**src/rtl/tpcl_pkg.sv**
```systemverilog
package tpcl_pkg;

    localparam int BUF_DEPTH_DEFAULT = 64;

    localparam int TICK_W = 16;
    localparam int WRAP_W = 8;
    localparam int REC_W  = TICK_W + WRAP_W;
    localparam int BYTE_W = 8;

    localparam logic [TICK_W-1:0] TICK_MAX      = 16'hFFFF;
    localparam logic [WRAP_W-1:0] WRAP_MAX      = 8'hFF;
    localparam logic [BYTE_W-1:0] CHECKSUM_BASE = 8'd64;

    typedef enum logic [1:0] {
        MODE_TICK  = 2'd0,
        MODE_EDGE  = 2'd1,
        MODE_SENSE = 2'd2,
        MODE_SEND  = 2'd3
    } t_mode;

    typedef enum logic [1:0] {
        BYTE_LO   = 2'd0,
        BYTE_HI   = 2'd1,
        BYTE_WRAP = 2'd2,
        BYTE_SUM  = 2'd3
    } t_byte_sel;

    typedef struct packed {
        logic send;
        logic sense;
        logic ovf;
    } t_status;

endpackage

```
**src/rtl/tpcl_ram.sv**
```systemverilog
module tpcl_ram #(
    parameter int WIDTH = tpcl_pkg::REC_W,
    parameter int DEPTH = tpcl_pkg::BUF_DEPTH_DEFAULT
) (
    input  logic                     i_clk,
    input  logic                     i_wr_en,
    input  logic [$clog2(DEPTH)-1:0] i_wr_addr,
    input  logic [WIDTH-1:0]         i_wr_data,
    input  logic                     i_rd_en,
    input  logic [$clog2(DEPTH)-1:0] i_rd_addr,
    output logic [WIDTH-1:0]         o_rd_data
);

    logic [WIDTH-1:0] r_mem [DEPTH];
    logic [WIDTH-1:0] r_rd_data;

    always_ff @(posedge i_clk) begin
        if (i_wr_en) begin
            r_mem[i_wr_addr] <= i_wr_data;
        end
        if (i_rd_en) begin
            r_rd_data <= r_mem[i_rd_addr];
        end
    end

    assign o_rd_data = r_rd_data;

endmodule

```
**src/rtl/tape_pulse_capture_logger_unit.sv**
```systemverilog
// Pulse-width capture logger. One input transfer is taken per cycle while
// o_in_ready is high: timer ticks, edges, sense samples and a send on an
// empty buffer each give one status result with no byte, and a send request
// on a non-empty buffer gives four byte results (counter low, counter high,
// wrap count, checksum), one per cycle while the output is ready; a send holds
// the output until its checksum byte transfers, and the input stalls once s1
// behind it is full. A result is registered in s1, where the registered read
// of the record buffer RAM lands, then in the output register, and waits in
// s1 while the output is busy. The buffer needs no clearing pass after reset.
module tape_pulse_capture_logger_unit #(
    parameter int BUF_DEPTH = tpcl_pkg::BUF_DEPTH_DEFAULT
) (
    input  logic        i_clk,
    input  logic        i_rst_n,
    input  logic        i_in_valid,
    output logic        o_in_ready,
    input  logic [1:0]  i_mode,
    input  logic        i_sense_level,
    output logic        o_out_valid,
    input  logic        i_out_ready,
    output logic        o_byte_valid,
    output logic [7:0]  o_tx_byte,
    output logic        o_last_byte,
    output logic        o_sense_out,
    output logic        o_overflow_flag,
    input  logic        i_cfg_valid,
    output logic        o_cfg_ready,
    input  logic [15:0] i_cfg_data
);

    localparam int PW = $clog2(BUF_DEPTH);
    localparam logic [PW-1:0] LAST_SLOT = PW'(BUF_DEPTH - 1);

    logic [tpcl_pkg::TICK_W-1:0] r_min;
    logic [tpcl_pkg::TICK_W-1:0] r_tick, n_tick;
    logic [tpcl_pkg::WRAP_W-1:0] r_wrap, n_wrap;
    logic [PW-1:0]               r_rd_pos, n_rd_pos;
    logic [PW-1:0]               r_wr_pos, n_wr_pos;
    logic                        r_empty, n_empty;
    logic                        r_ovf, n_ovf;
    logic                        r_sense_state, n_sense_state;
    logic                        r_sense_drive, n_sense_drive;

    logic                        offer;
    logic [tpcl_pkg::TICK_W-1:0] offer_ticks;
    logic [tpcl_pkg::WRAP_W-1:0] offer_wraps;
    logic                        wr_en;
    logic [PW-1:0]               wr_addr;
    logic                        rd_en;
    logic                        send;
    logic [tpcl_pkg::REC_W-1:0]  rd_data;

    logic                        r_s1_valid;
    tpcl_pkg::t_status           r_s1;

    logic                        r_out_valid;
    tpcl_pkg::t_status           r_out;
    tpcl_pkg::t_byte_sel         r_out_sel;
    logic [tpcl_pkg::REC_W-1:0]  r_out_rec;
    logic [tpcl_pkg::BYTE_W-1:0] r_out_sum;

    logic in_xfer, out_xfer, out_last, out_free, s1_adv;

    assign o_cfg_ready = 1'b1;

    assign out_last = !r_out.send || (r_out_sel == tpcl_pkg::BYTE_SUM);
    assign out_xfer = r_out_valid && i_out_ready;
    assign out_free = !r_out_valid || (out_xfer && out_last);
    assign s1_adv   = r_s1_valid && out_free;
    assign o_in_ready = !r_s1_valid || out_free;
    assign in_xfer  = i_in_valid && o_in_ready;

    // state update for one transfer
    always_comb begin
        n_tick        = r_tick;
        n_wrap        = r_wrap;
        n_rd_pos      = r_rd_pos;
        n_wr_pos      = r_wr_pos;
        n_empty       = r_empty;
        n_ovf         = r_ovf;
        n_sense_state = r_sense_state;
        n_sense_drive = r_sense_drive;
        offer         = 1'b0;
        offer_ticks   = r_tick;
        offer_wraps   = r_wrap;
        wr_en         = 1'b0;
        wr_addr       = '0;
        rd_en         = 1'b0;
        send          = 1'b0;
        if (in_xfer) begin
            unique case (tpcl_pkg::t_mode'(i_mode))
                tpcl_pkg::MODE_TICK: begin
                    n_tick = r_tick + 16'd1;
                    if (n_tick == '0) begin
                        if (r_wrap != tpcl_pkg::WRAP_MAX) begin
                            n_wrap = r_wrap + 8'd1;
                        end else begin
                            offer       = 1'b1;
                            offer_ticks = tpcl_pkg::TICK_MAX;
                            offer_wraps = tpcl_pkg::WRAP_MAX;
                            n_wrap      = '0;
                        end
                    end
                end
                tpcl_pkg::MODE_EDGE: begin
                    offer  = 1'b1;
                    n_tick = '0;
                    n_wrap = '0;
                end
                tpcl_pkg::MODE_SENSE: begin
                    if (i_sense_level != r_sense_state) begin
                        n_sense_state = i_sense_level;
                        n_sense_drive = i_sense_level;
                        if (i_sense_level) begin
                            n_ovf = 1'b0;
                        end
                    end
                end
                tpcl_pkg::MODE_SEND: begin
                    if (!r_empty) begin
                        rd_en = 1'b1;
                        send  = 1'b1;
                        if (r_rd_pos >= r_wr_pos) begin
                            n_empty  = 1'b1;
                            n_rd_pos = '0;
                            n_wr_pos = '0;
                        end else begin
                            n_rd_pos = r_rd_pos + PW'(1);
                        end
                    end
                end
                default: ;
            endcase

            if (offer && !r_sense_state && !r_ovf
                    && !(offer_wraps == '0 && offer_ticks < r_min)) begin
                if (!r_empty && r_wr_pos == LAST_SLOT) begin
                    n_ovf = 1'b1;
                end else begin
                    wr_en    = 1'b1;
                    wr_addr  = r_empty ? '0 : r_wr_pos + PW'(1);
                    n_wr_pos = wr_addr;
                    n_empty  = 1'b0;
                    if (r_empty) begin
                        n_rd_pos = '0;
                    end
                end
            end

            n_sense_drive = n_sense_drive | n_ovf;
        end
    end

    tpcl_ram #(
        .WIDTH (tpcl_pkg::REC_W),
        .DEPTH (BUF_DEPTH)
    ) u_ram (
        .i_clk     (i_clk),
        .i_wr_en   (wr_en),
        .i_wr_addr (wr_addr),
        .i_wr_data ({offer_wraps, offer_ticks}),
        .i_rd_en   (rd_en),
        .i_rd_addr (r_rd_pos),
        .o_rd_data (rd_data)
    );

    always_ff @(posedge i_clk) begin
        if (!i_rst_n) begin
            r_min         <= '0;
            r_tick        <= '0;
            r_wrap        <= '0;
            r_rd_pos      <= '0;
            r_wr_pos      <= '0;
            r_empty       <= 1'b1;
            r_ovf         <= 1'b0;
            r_sense_state <= 1'b0;
            r_sense_drive <= 1'b1;
            r_s1_valid    <= 1'b0;
            r_out_valid   <= 1'b0;
            r_out_sel     <= tpcl_pkg::BYTE_LO;
        end else begin
            if (i_cfg_valid) begin
                r_min <= i_cfg_data;
            end
            r_tick        <= n_tick;
            r_wrap        <= n_wrap;
            r_rd_pos      <= n_rd_pos;
            r_wr_pos      <= n_wr_pos;
            r_empty       <= n_empty;
            r_ovf         <= n_ovf;
            r_sense_state <= n_sense_state;
            r_sense_drive <= n_sense_drive;

            if (in_xfer) begin
                r_s1_valid <= 1'b1;
            end else if (s1_adv) begin
                r_s1_valid <= 1'b0;
            end

            if (s1_adv) begin
                r_out_valid <= 1'b1;
                r_out_sel   <= tpcl_pkg::BYTE_LO;
            end else if (out_xfer) begin
                if (out_last) begin
                    r_out_valid <= 1'b0;
                end else begin
                    r_out_sel <= tpcl_pkg::t_byte_sel'(r_out_sel + 2'd1);
                end
            end
        end
    end

    always_ff @(posedge i_clk) begin
        if (in_xfer) begin
            r_s1 <= '{send: send, sense: n_sense_drive, ovf: n_ovf};
        end
        if (s1_adv) begin
            r_out     <= r_s1;
            r_out_rec <= rd_data;
            r_out_sum <= tpcl_pkg::CHECKSUM_BASE + rd_data[7:0] + rd_data[15:8]
                         + rd_data[23:16];
        end
    end

    always_comb begin
        o_tx_byte = '0;
        if (r_out.send) begin
            case (r_out_sel)
                tpcl_pkg::BYTE_LO:   o_tx_byte = r_out_rec[7:0];
                tpcl_pkg::BYTE_HI:   o_tx_byte = r_out_rec[15:8];
                tpcl_pkg::BYTE_WRAP: o_tx_byte = r_out_rec[23:16];
                tpcl_pkg::BYTE_SUM:  o_tx_byte = r_out_sum;
                default:             o_tx_byte = '0;
            endcase
        end
    end

    assign o_out_valid     = r_out_valid;
    assign o_byte_valid    = r_out.send;
    assign o_last_byte     = out_last;
    assign o_sense_out     = r_out.sense;
    assign o_overflow_flag = r_out.ovf;

`ifndef SYNTHESIS
    a_status_no_byte: assert property (@(posedge i_clk) disable iff (!i_rst_n)
        o_out_valid && !o_byte_valid |-> o_last_byte && o_tx_byte == '0)
        else $error("status result carries a byte");

    a_empty_pos: assert property (@(posedge i_clk) disable iff (!i_rst_n)
        r_empty |-> r_rd_pos == '0 && r_wr_pos == '0)
        else $error("empty buffer with nonzero positions");

    a_pos_order: assert property (@(posedge i_clk) disable iff (!i_rst_n)
        !r_empty |-> r_rd_pos <= r_wr_pos)
        else $error("read position past write position");

    a_ovf_drive: assert property (@(posedge i_clk) disable iff (!i_rst_n)
        r_ovf |-> r_sense_drive)
        else $error("overflow without sense forced high");
`endif

endmodule
```
**config.mk**
```make
export PLATFORM = sky130hd
export DESIGN_NAME = tape_pulse_capture_logger_unit
export DESIGN_NICKNAME = d
export VERILOG_FILES = /design/src/rtl/tpcl_pkg.sv /design/src/rtl/tpcl_ram.sv /design/src/rtl/tape_pulse_capture_logger_unit.sv
export SDC_FILE = /design/constraint.sdc
export NUM_CORES = 2
export LEC_CHECK = 0
export ABC_AREA = 1
export BUFFER_PORTS_ARGS = -buffer_cell sky130_fd_sc_hd__buf_2
export CAP_MARGIN = 15
export CORE_ASPECT_RATIO = 1.25
export CORE_UTILIZATION = 45
export CTS_CLUSTER_SIZE = 40
export DETAILED_ROUTE_END_ITERATION = 12
export GPL_ROUTABILITY_DRIVEN = 0
export PLACE_DENSITY = 0.59
export SLEW_MARGIN = 0
export SYNTH_ARGS = -nofsm -noshare
export SYNTH_HDL_FRONTEND = slang
export SYNTH_SLANG_ARGS = --single-unit
export TNS_END_PERCENT = 1
```
**constraint.sdc**
```tcl
create_clock -name i_clk -period 6.2 [get_ports i_clk]
set_input_delay 0.31 -clock i_clk [delete_from_list [all_inputs] [get_ports i_clk]]
set_output_delay 0.31 -clock i_clk [all_outputs]
set_load 0.01 [all_outputs]
```
== Word level (Yosys, flattened, before mapping) ==
Memories as Yosys holds them, arrays and structs flattened. A register that Yosys moved wholly into a read port is not among the register bits.
Cells that the tools add are included.
Widths: inputs -> output; s select.

* Output and inout bits: 15
* Memory bits (writable): 1536
* Memories kept: 1
* Bits in registers: 98

* Bitwise operators: 3
* Mux-type cells: 64
* Reductions and logical operators: 33
* Add/sub/neg operators: 8
* Magnitude comparators: 2
* Eq/ne operators: 10

{| class="wikitable"
|+ Memory list
! name !! depth !! bits a word !! rd ports !! clocked after Yosys merged registers in !! wr ports !! line !! text
|-
| u_ram.r_mem || 64 || 24 || 1 || 1 || 1 || tpcl_ram.sv:14 || <nowiki>logic [WIDTH-1:0] r_mem [DEPTH];</nowiki>
|}

{| class="wikitable"
|+ Operators with widths
! kind !! number
|-
| $mux 6 || 15
|-
| $mux 16 || 5
|-
| $mux 8 || 8
|-
| $mux 1 || 32
|-
| $pmux 16 s2 || 1
|-
| $pmux 8 s4 || 1
|-
| $add 16x1->16 const B || 1
|-
| $add 8x8->8 || 2
|-
| $logic_not 16->1 || 1
|-
| $lt 16x16->1 || 1
|-
| $pmux 8 s2 || 1
|-
| $add 6x1->6 const B || 2
|-
| $logic_and 1x1->1 || 9
|-
| $add 7x8->8 const A || 1
|-
| $add 8x1->8 const B || 1
|-
| $eq 2x2->1 const B || 4
|-
| $logic_not 8->1 || 1
|-
| $ne 8x8->1 const B || 1
|-
| $reduce_bool 2->1 || 4
|-
| $logic_not 1->1 || 7
|-
| $eq 6x6->1 const B || 1
|-
| $ge 6x6->1 || 1
|-
| $reduce_and 2->1 || 3
|-
| $reduce_and 3->1 || 2
|-
| 10 further kinds || 15
|}

== Longest topological paths before layout ==
* Depth after elaboration: 15
* Gate-level depth with buffers: 30
* Gate-level depth less buffers: 29

== Hierarchy ==
From an unflattened synthesis, not the netlist that was laid out.

* Cell total of the unflattened synthesis: 5989
* Area, all modules: 68828.5 sq um

{| class="wikitable"
|+ Modules (own cells, without submodules)
! module !! sequential area each (sq um) !! area an instance (sq um) !! times used !! cells each
|-
| tpcl_ram || 46844.9 || 62995.4 || 1 || 5230
|-
| tape_pulse_capture_logger_unit || 2342.2 || 5833.1 || 1 || 759
|}

== Worst setup path after synthesis ==
Ideal clock, no wire load.

* Path kind: register to register
* Start point: reg r_tick[1] (netlist name)
* End point: mem u_ram.r_mem[1][0] (netlist name), enable pin
* Library setup time: 405 ps
* Required time: 5795 ps
* Path buffers: 2
* Arrival: 4259 ps
* Stages on the path, launching flop included: 25
* Setup slack: 1536 ps
* Path through: dfxtp_1 ha_1 nand3_2 nor2_4 nand2_1 o21ai_1 nand2_1 nand2_1 nor2_4 nand3_4 clkbuf_1 nand2_1 ha_1 a21oi_1 nor2_1 a211oi_1 nand2_1 nand2_1 nand2_1 nand2_1 nand2_4 buf_4 o2111ai_1 nand2_1 nor2_1

* Cells in the longest elaborated chain, start to end: 13
* Elaborated cells between the ends (all ways): 25
* Classes of those cells: 1 x add/sub; 1 x order compare; 16 x mux; 7 x reduce/logical

{| class="wikitable"
|+ Ends and longest elaborated chain
! element !! line !! text
|-
| from (decl) || tape_pulse_capture_logger_unit.sv:35 || <nowiki>logic [tpcl_pkg::TICK_W-1:0] r_tick, n_tick;</nowiki>
|-
| from (signal assigned) || tape_pulse_capture_logger_unit.sv:185 || <nowiki>r_tick <= n_tick;</nowiki>
|-
| $add 16x1->16 || tape_pulse_capture_logger_unit.sv:93 || <nowiki>n_tick = r_tick + 16'd1;</nowiki>
|-
| $logic_not 16->1 || tape_pulse_capture_logger_unit.sv:94 || <nowiki>if (n_tick == '0) begin</nowiki>
|-
| $mux 16 / $mux 8 (equally long branches) || tape_pulse_capture_logger_unit.sv:94 ||
|-
| $mux 16 / $mux 8 (equally long branches) || tape_pulse_capture_logger_unit.sv:91 || <nowiki>unique case (tpcl_pkg::t_mode'(i_mode))</nowiki>
|-
| $mux 16 / $mux 8 (equally long branches) || tape_pulse_capture_logger_unit.sv:90 || <nowiki>if (in_xfer) begin</nowiki>
|-
| $lt 16x16->1 / $logic_not 8->1 (equally long branches) || tape_pulse_capture_logger_unit.sv:136 || <nowiki>&& !(offer_wraps == '0 && offer_ticks < r_min)) begin</nowiki>
|-
| $logic_and 1x1->1 || tape_pulse_capture_logger_unit.sv:136 ||
|-
| $logic_not 1->1 || tape_pulse_capture_logger_unit.sv:136 ||
|-
| $logic_and 1x1->1 (*) || tape_pulse_capture_logger_unit.sv:136 ||
|-
| $mux 1 || tape_pulse_capture_logger_unit.sv:135 || <nowiki>if (offer && !r_sense_state && !r_ovf</nowiki>
|-
| $mux 1 || tape_pulse_capture_logger_unit.sv:90 ||
|-
| $mux 1 || tpcl_ram.sv:18 || <nowiki>if (i_wr_en) begin</nowiki>
|-
| $mux 1 (implied by the code) || tpcl_ram.sv:19 || <nowiki>r_mem[i_wr_addr] <= i_wr_data;</nowiki>
|-
| to (decl) || tpcl_ram.sv:14 ||
|}

Mark *: on every way between the ends. The rest lies on a longest branch, timed or not. The select of a mux whose other input is x is not followed.

== Final worst setup path ==
* Start point: reg r_tick[0] (netlist name)
* End point: mem u_ram.r_mem[9][20] (netlist name), enable pin

The elaborated chain is that of the path after synthesis.

==> summary.txt <==
Drt
  • First-pass DRT Iterations: 7
  • Via-per-instance ratio: 6.00
  • DR iter-0 viols: 5546
  • Via count: 43600
  • Wire per inst: 26.6 µm
  • Post-route DRC violation count: 0
  • Routed WL: 193000 µm
  • DRT antenna net count: 0

Yosys
  • Synth Warn #: 0
  • Flops & latches, synth: 1658
  • Sequential area share after synthesis: 74.0%
  • Yosys cell types: 44
  • Syn_area_per_cell: 12.7 µm²
  • Synth Cell Area: 66500 µm²
  • Post-Synthesis Cells: 5233
  • Synth Net Count: 5306

Floorplanning
  • Starting Density: 45.4%
  • Die W: 346 µm
  • Die Y-Extent: 432 µm
  • Row count: 157
  • Core area: 147000 µm²
  • IO Count: 39
  • Die area: 149000 µm²

Setup path
  • Crit-path most repeated cell: nand2_1
  • CP Capture Type: register
  • Req. time, crit path: 6.66 ns
  • Worst EP arrival: 5.46 ns
  • Setup crit start kind: register
  • Critical-path cell list: ha_1 -> nand3_2 -> nor2_4 -> nand2_1 -> nand2_1 -> nand2_1 -> nor2_1 -> nand2_1 -> nor2_4 -> nand3_4 -> nand2_1 -> ha_1 -> a21oi_1 -> nor2_1 -> a211oi_1 -> nand2_1 -> nand2_1 -> nand2_1 -> nand2_1 -> nand2_4 -> o2111ai_1 -> nand2_1 -> nor2_2 -> buf_4
  • Worst Path Buf+Inv: 1
  • CP max stage cell: nand2_1
  • Family with the most delay on the worst path: simple AND/OR/NAND/NOR gates
  • CP max FO: 23
  • CP peak stage delay: 0.70 ns
  • CP Class: reg -> reg

Layout
  • Multi-input gate area: 15700 µm²
  • Seq. cell area: 49200 µm²
  • Layout cell share with drive strength beyond 1: 10.0%
  • Final net count: 5300
  • P&R area growth vs syn: 12.1%
  • Filler cells: 12300

Pwr
  • Worst vdd ir: 0.000264 V
  • P per Cell Area: 296 nW/µm²
  • P_leak: 26.0 nW

Timing
  • Slew at the pin closest to its max-slew limit: 1.13 ns
  • Skew final: 0.0344 ns
  • Final setup viols: 0
  • Period minus WS final: 4.99 ns
  • Final hold viol count: 0
  • Min Hold Slack: 0.0721 ns
  • Setup TNS: 0 ns
  • Fin crit share: 80.6%
  • Fmax: 200 MHz
  • Slew Viols, Final: 0
  • Relative slew slack: 24.5%
  • RSZ-0062 raised after global routing: no

Clock network
  • Root buffer cell: clkbuf_16
  • Maximum clock path buffer count: 3
  • Sink Count: 1658
  • Register clock-pin slew on the reported worst setup and hold paths: 0.06 ns
  • Clock Latency Late Sink: 0.81 ns
  • Htree depth: 4
  • TritonCTS clock tree: done
  • CTS Buf Count: 154
  • Resize count post-CTS: 0

Global routing
  • Initial antenna violation count: 6
  • Largest net degree at the start of global routing: 184
  • Vias in the first global route: 40800
  • First-pass GRT wire length: 279000 µm
  • GR Overflow Total: 0
  • GRT Util Overall: 25.4%

Placement
  • PortBufs: 37
  • DP HPWL: 109000 µm

Hold path
  • Hold WC Path Type: in -> reg

Job
  • Maxcap violations: 0

Outcome
  • Status: complete, no violations
==> placed cells by master (no fill, tap or decap), types with 11 or more instances in the layout <==
| cell type | synthesis | layout |
|---|---|---|
| a21oi_1 | 73 | 73 |
| buf_12 | 0 | 16 |
| buf_2 | 6 | 37 |
| buf_4 | 2 | 128 |
| bufinv_16 | 0 | 16 |
| clkbuf_1 | 340 | 32 |
| clkbuf_16 | 0 | 162 |
| clkinv_1 | 3 | 25 |
| clkinv_2 | 0 | 28 |
| dfxtp_1 | 60 | 49 |
| dlygate4sd3_1 | 0 | 21 |
| edfxtp_1 | 1598 | 1598 |
| ha_1 | 41 | 41 |
| inv_1 | 106 | 103 |
| nand2_1 | 213 | 195 |
| nand2_2 | 1 | 19 |
| nand3_1 | 56 | 56 |
| nand3_2 | 11 | 11 |
| nand4_1 | 18 | 18 |
| nor2_1 | 1090 | 1025 |
| nor2_2 | 0 | 61 |
| nor2_4 | 9 | 13 |
| nor3_1 | 13 | 11 |
| o211ai_1 | 28 | 28 |
| o21ai_0 | 996 | 996 |
| o221ai_1 | 51 | 51 |
| o22ai_1 | 410 | 410 |
| o32ai_1 | 11 | 11 |
| xor2_1 | 16 | 16 |
==> logic make-up after synthesis <==
logic type	after synthesis	synth area share, %
adder cells (fa/ha/maj)	49	1.01
flip-flops	1658	74.0
AND/OR/NAND/NOR	1424	8.57
buffers and inverters	475	2.70
other	1	0.00564
XOR/XNOR	18	0.237
AO/OA/AOI/OAI	1608	13.5
==> registers in the layout, summed over array words and instances, names as in the netlist, 2 cells and up <==
name             flops
r_out_sum            8
r_tick              16
r_wr_pos             6
r_min               16
r_s1                 3
u_ram.r_mem       1536
r_wrap               8
r_out_rec           24
r_out_sel            2
r_rd_pos             6
u_ram.o_rd_data     24
==> stage by stage <==
step | util [%] | total power, mW | cells | cell area (µm²) | worst slack [ns]
after global placement | 47.2 | 12.7 | 6957 | 69200 | 1.27
after floorplan | - | 12.6 | 5233 | 66500 | 1.54
after detailed placement | 47.2 | 12.7 | 6957 | 69200 | 1.16
after CTS | 50.8 | 22.2 | 7259 | 74500 | 1.15
final | 50.8 | 22.1 | 7261 | 74500 | 1.21
after global routing | 50.8 | 22.6 | 7260 | 74500 | 0.818
==> synth_stat cells, drive strengths merged <==
cell	n	area [µm²]
o21a	2	15.0
o211ai	28	210
edfxtp	1598	48000
a31oi	9	56.3
nand3	69	425
clkbuf	340	1280
clkinv	3	11.3
o221ai	51	447
or2	1	6.26
nand3b	7	52.6
o31ai	2	15.0
nor2	1099	4190
fa	8	160
nor3b	1	7.51
nand4	19	134
o2111ai	1	8.76
buf	25	109
dfxtp	60	1200
a21oi	73	365
inv	107	402
a2bb2oi	1	8.76
o22ai	410	2560
ha	41	513
o21ai	998	4990
nand2	215	817
o311ai	8	70.1
xor2	16	140
conb	1	3.75
nor3	13	65.1
a41oi	1	8.76
o21bai	9	67.6
o32ai	11	96.3
xnor2	2	17.5
a211oi	4	30.0
==> report_power, final <==
part | switching [mW] | total [mW] | internal, mW
Combinational | 0.215 | 0.287 | 0.0714
Clock | 4.16 | 9.62 | 5.46
Sequential | 0.0131 | 12.2 | 12.2
Total | 4.38 | 22.1 | 17.7
==> final timing paths <==
path | start | endpoint | slack, ns | depth (start not counted)
max | r_tick[0]$_SDFFE_PN0P_ | u_ram.r_mem[9][20]$_DFFE_PP_ | 1.21 | 24
min | i_mode[1] | r_wrap[4]$_SDFFE_PN0P_ | 0.07 | 4
max reg2reg | r_tick[0]$_SDFFE_PN0P_ | u_ram.r_mem[9][20]$_DFFE_PP_ | 1.21 | 24
min reg2reg | r_s1[1]$_DFFE_PP_ | o_sense_out$_DFFE_PP_ | 0.44 | 0
==> worst reg2reg max path, stage by stage (launching register included) <==
cell	delay (ns)
dfxtp_1	0.42
ha_1	0.27
nand3_2	0.14
nor2_4	0.17
nand2_1	0.12
nand2_1	0.08
nand2_1	0.07
nor2_1	0.10
nand2_1	0.09
nor2_4	0.14
nand3_4	0.19
nand2_1	0.12
ha_1	0.24
a21oi_1	0.13
nor2_1	0.05
a211oi_1	0.17
nand2_1	0.10
nand2_1	0.07
nand2_1	0.06
nand2_1	0.10
nand2_4	0.18
o2111ai_1	0.21
nand2_1	0.70
nor2_2	0.36
buf_4	0.37
==> final cells by class <==
class | count | area share (%)
Tap cell | 1908 | 3.20
Timing Repair Buffer | 203 | 2.26
Antenna cell | 1 | 0.00336
Multi-Input combinational cell | 3100 | 21.1
Sequential cell | 1658 | 66.0
Inverter | 110 | 0.583
Clock buffer | 195 | 5.62
Clock inverter | 86 | 1.17
==> what timing repair did <==
action                                  in CTS  in global routing
hold endpoints to repair                    24                  0
setup buffers                                0                  0
hold buffers                                21                  0
endpoints found under the setup margin       0                  0
==> layer usage <==
metal / part of all wire [%] / track usage [%]
met3: 7.9 / 3.97
met5: 0 / 0
met4: 4.9 / 12.2
met1: 40 / 33.8
met2: 47 / 40.8
No activity file was read; power rests on OpenSTA's default activity.
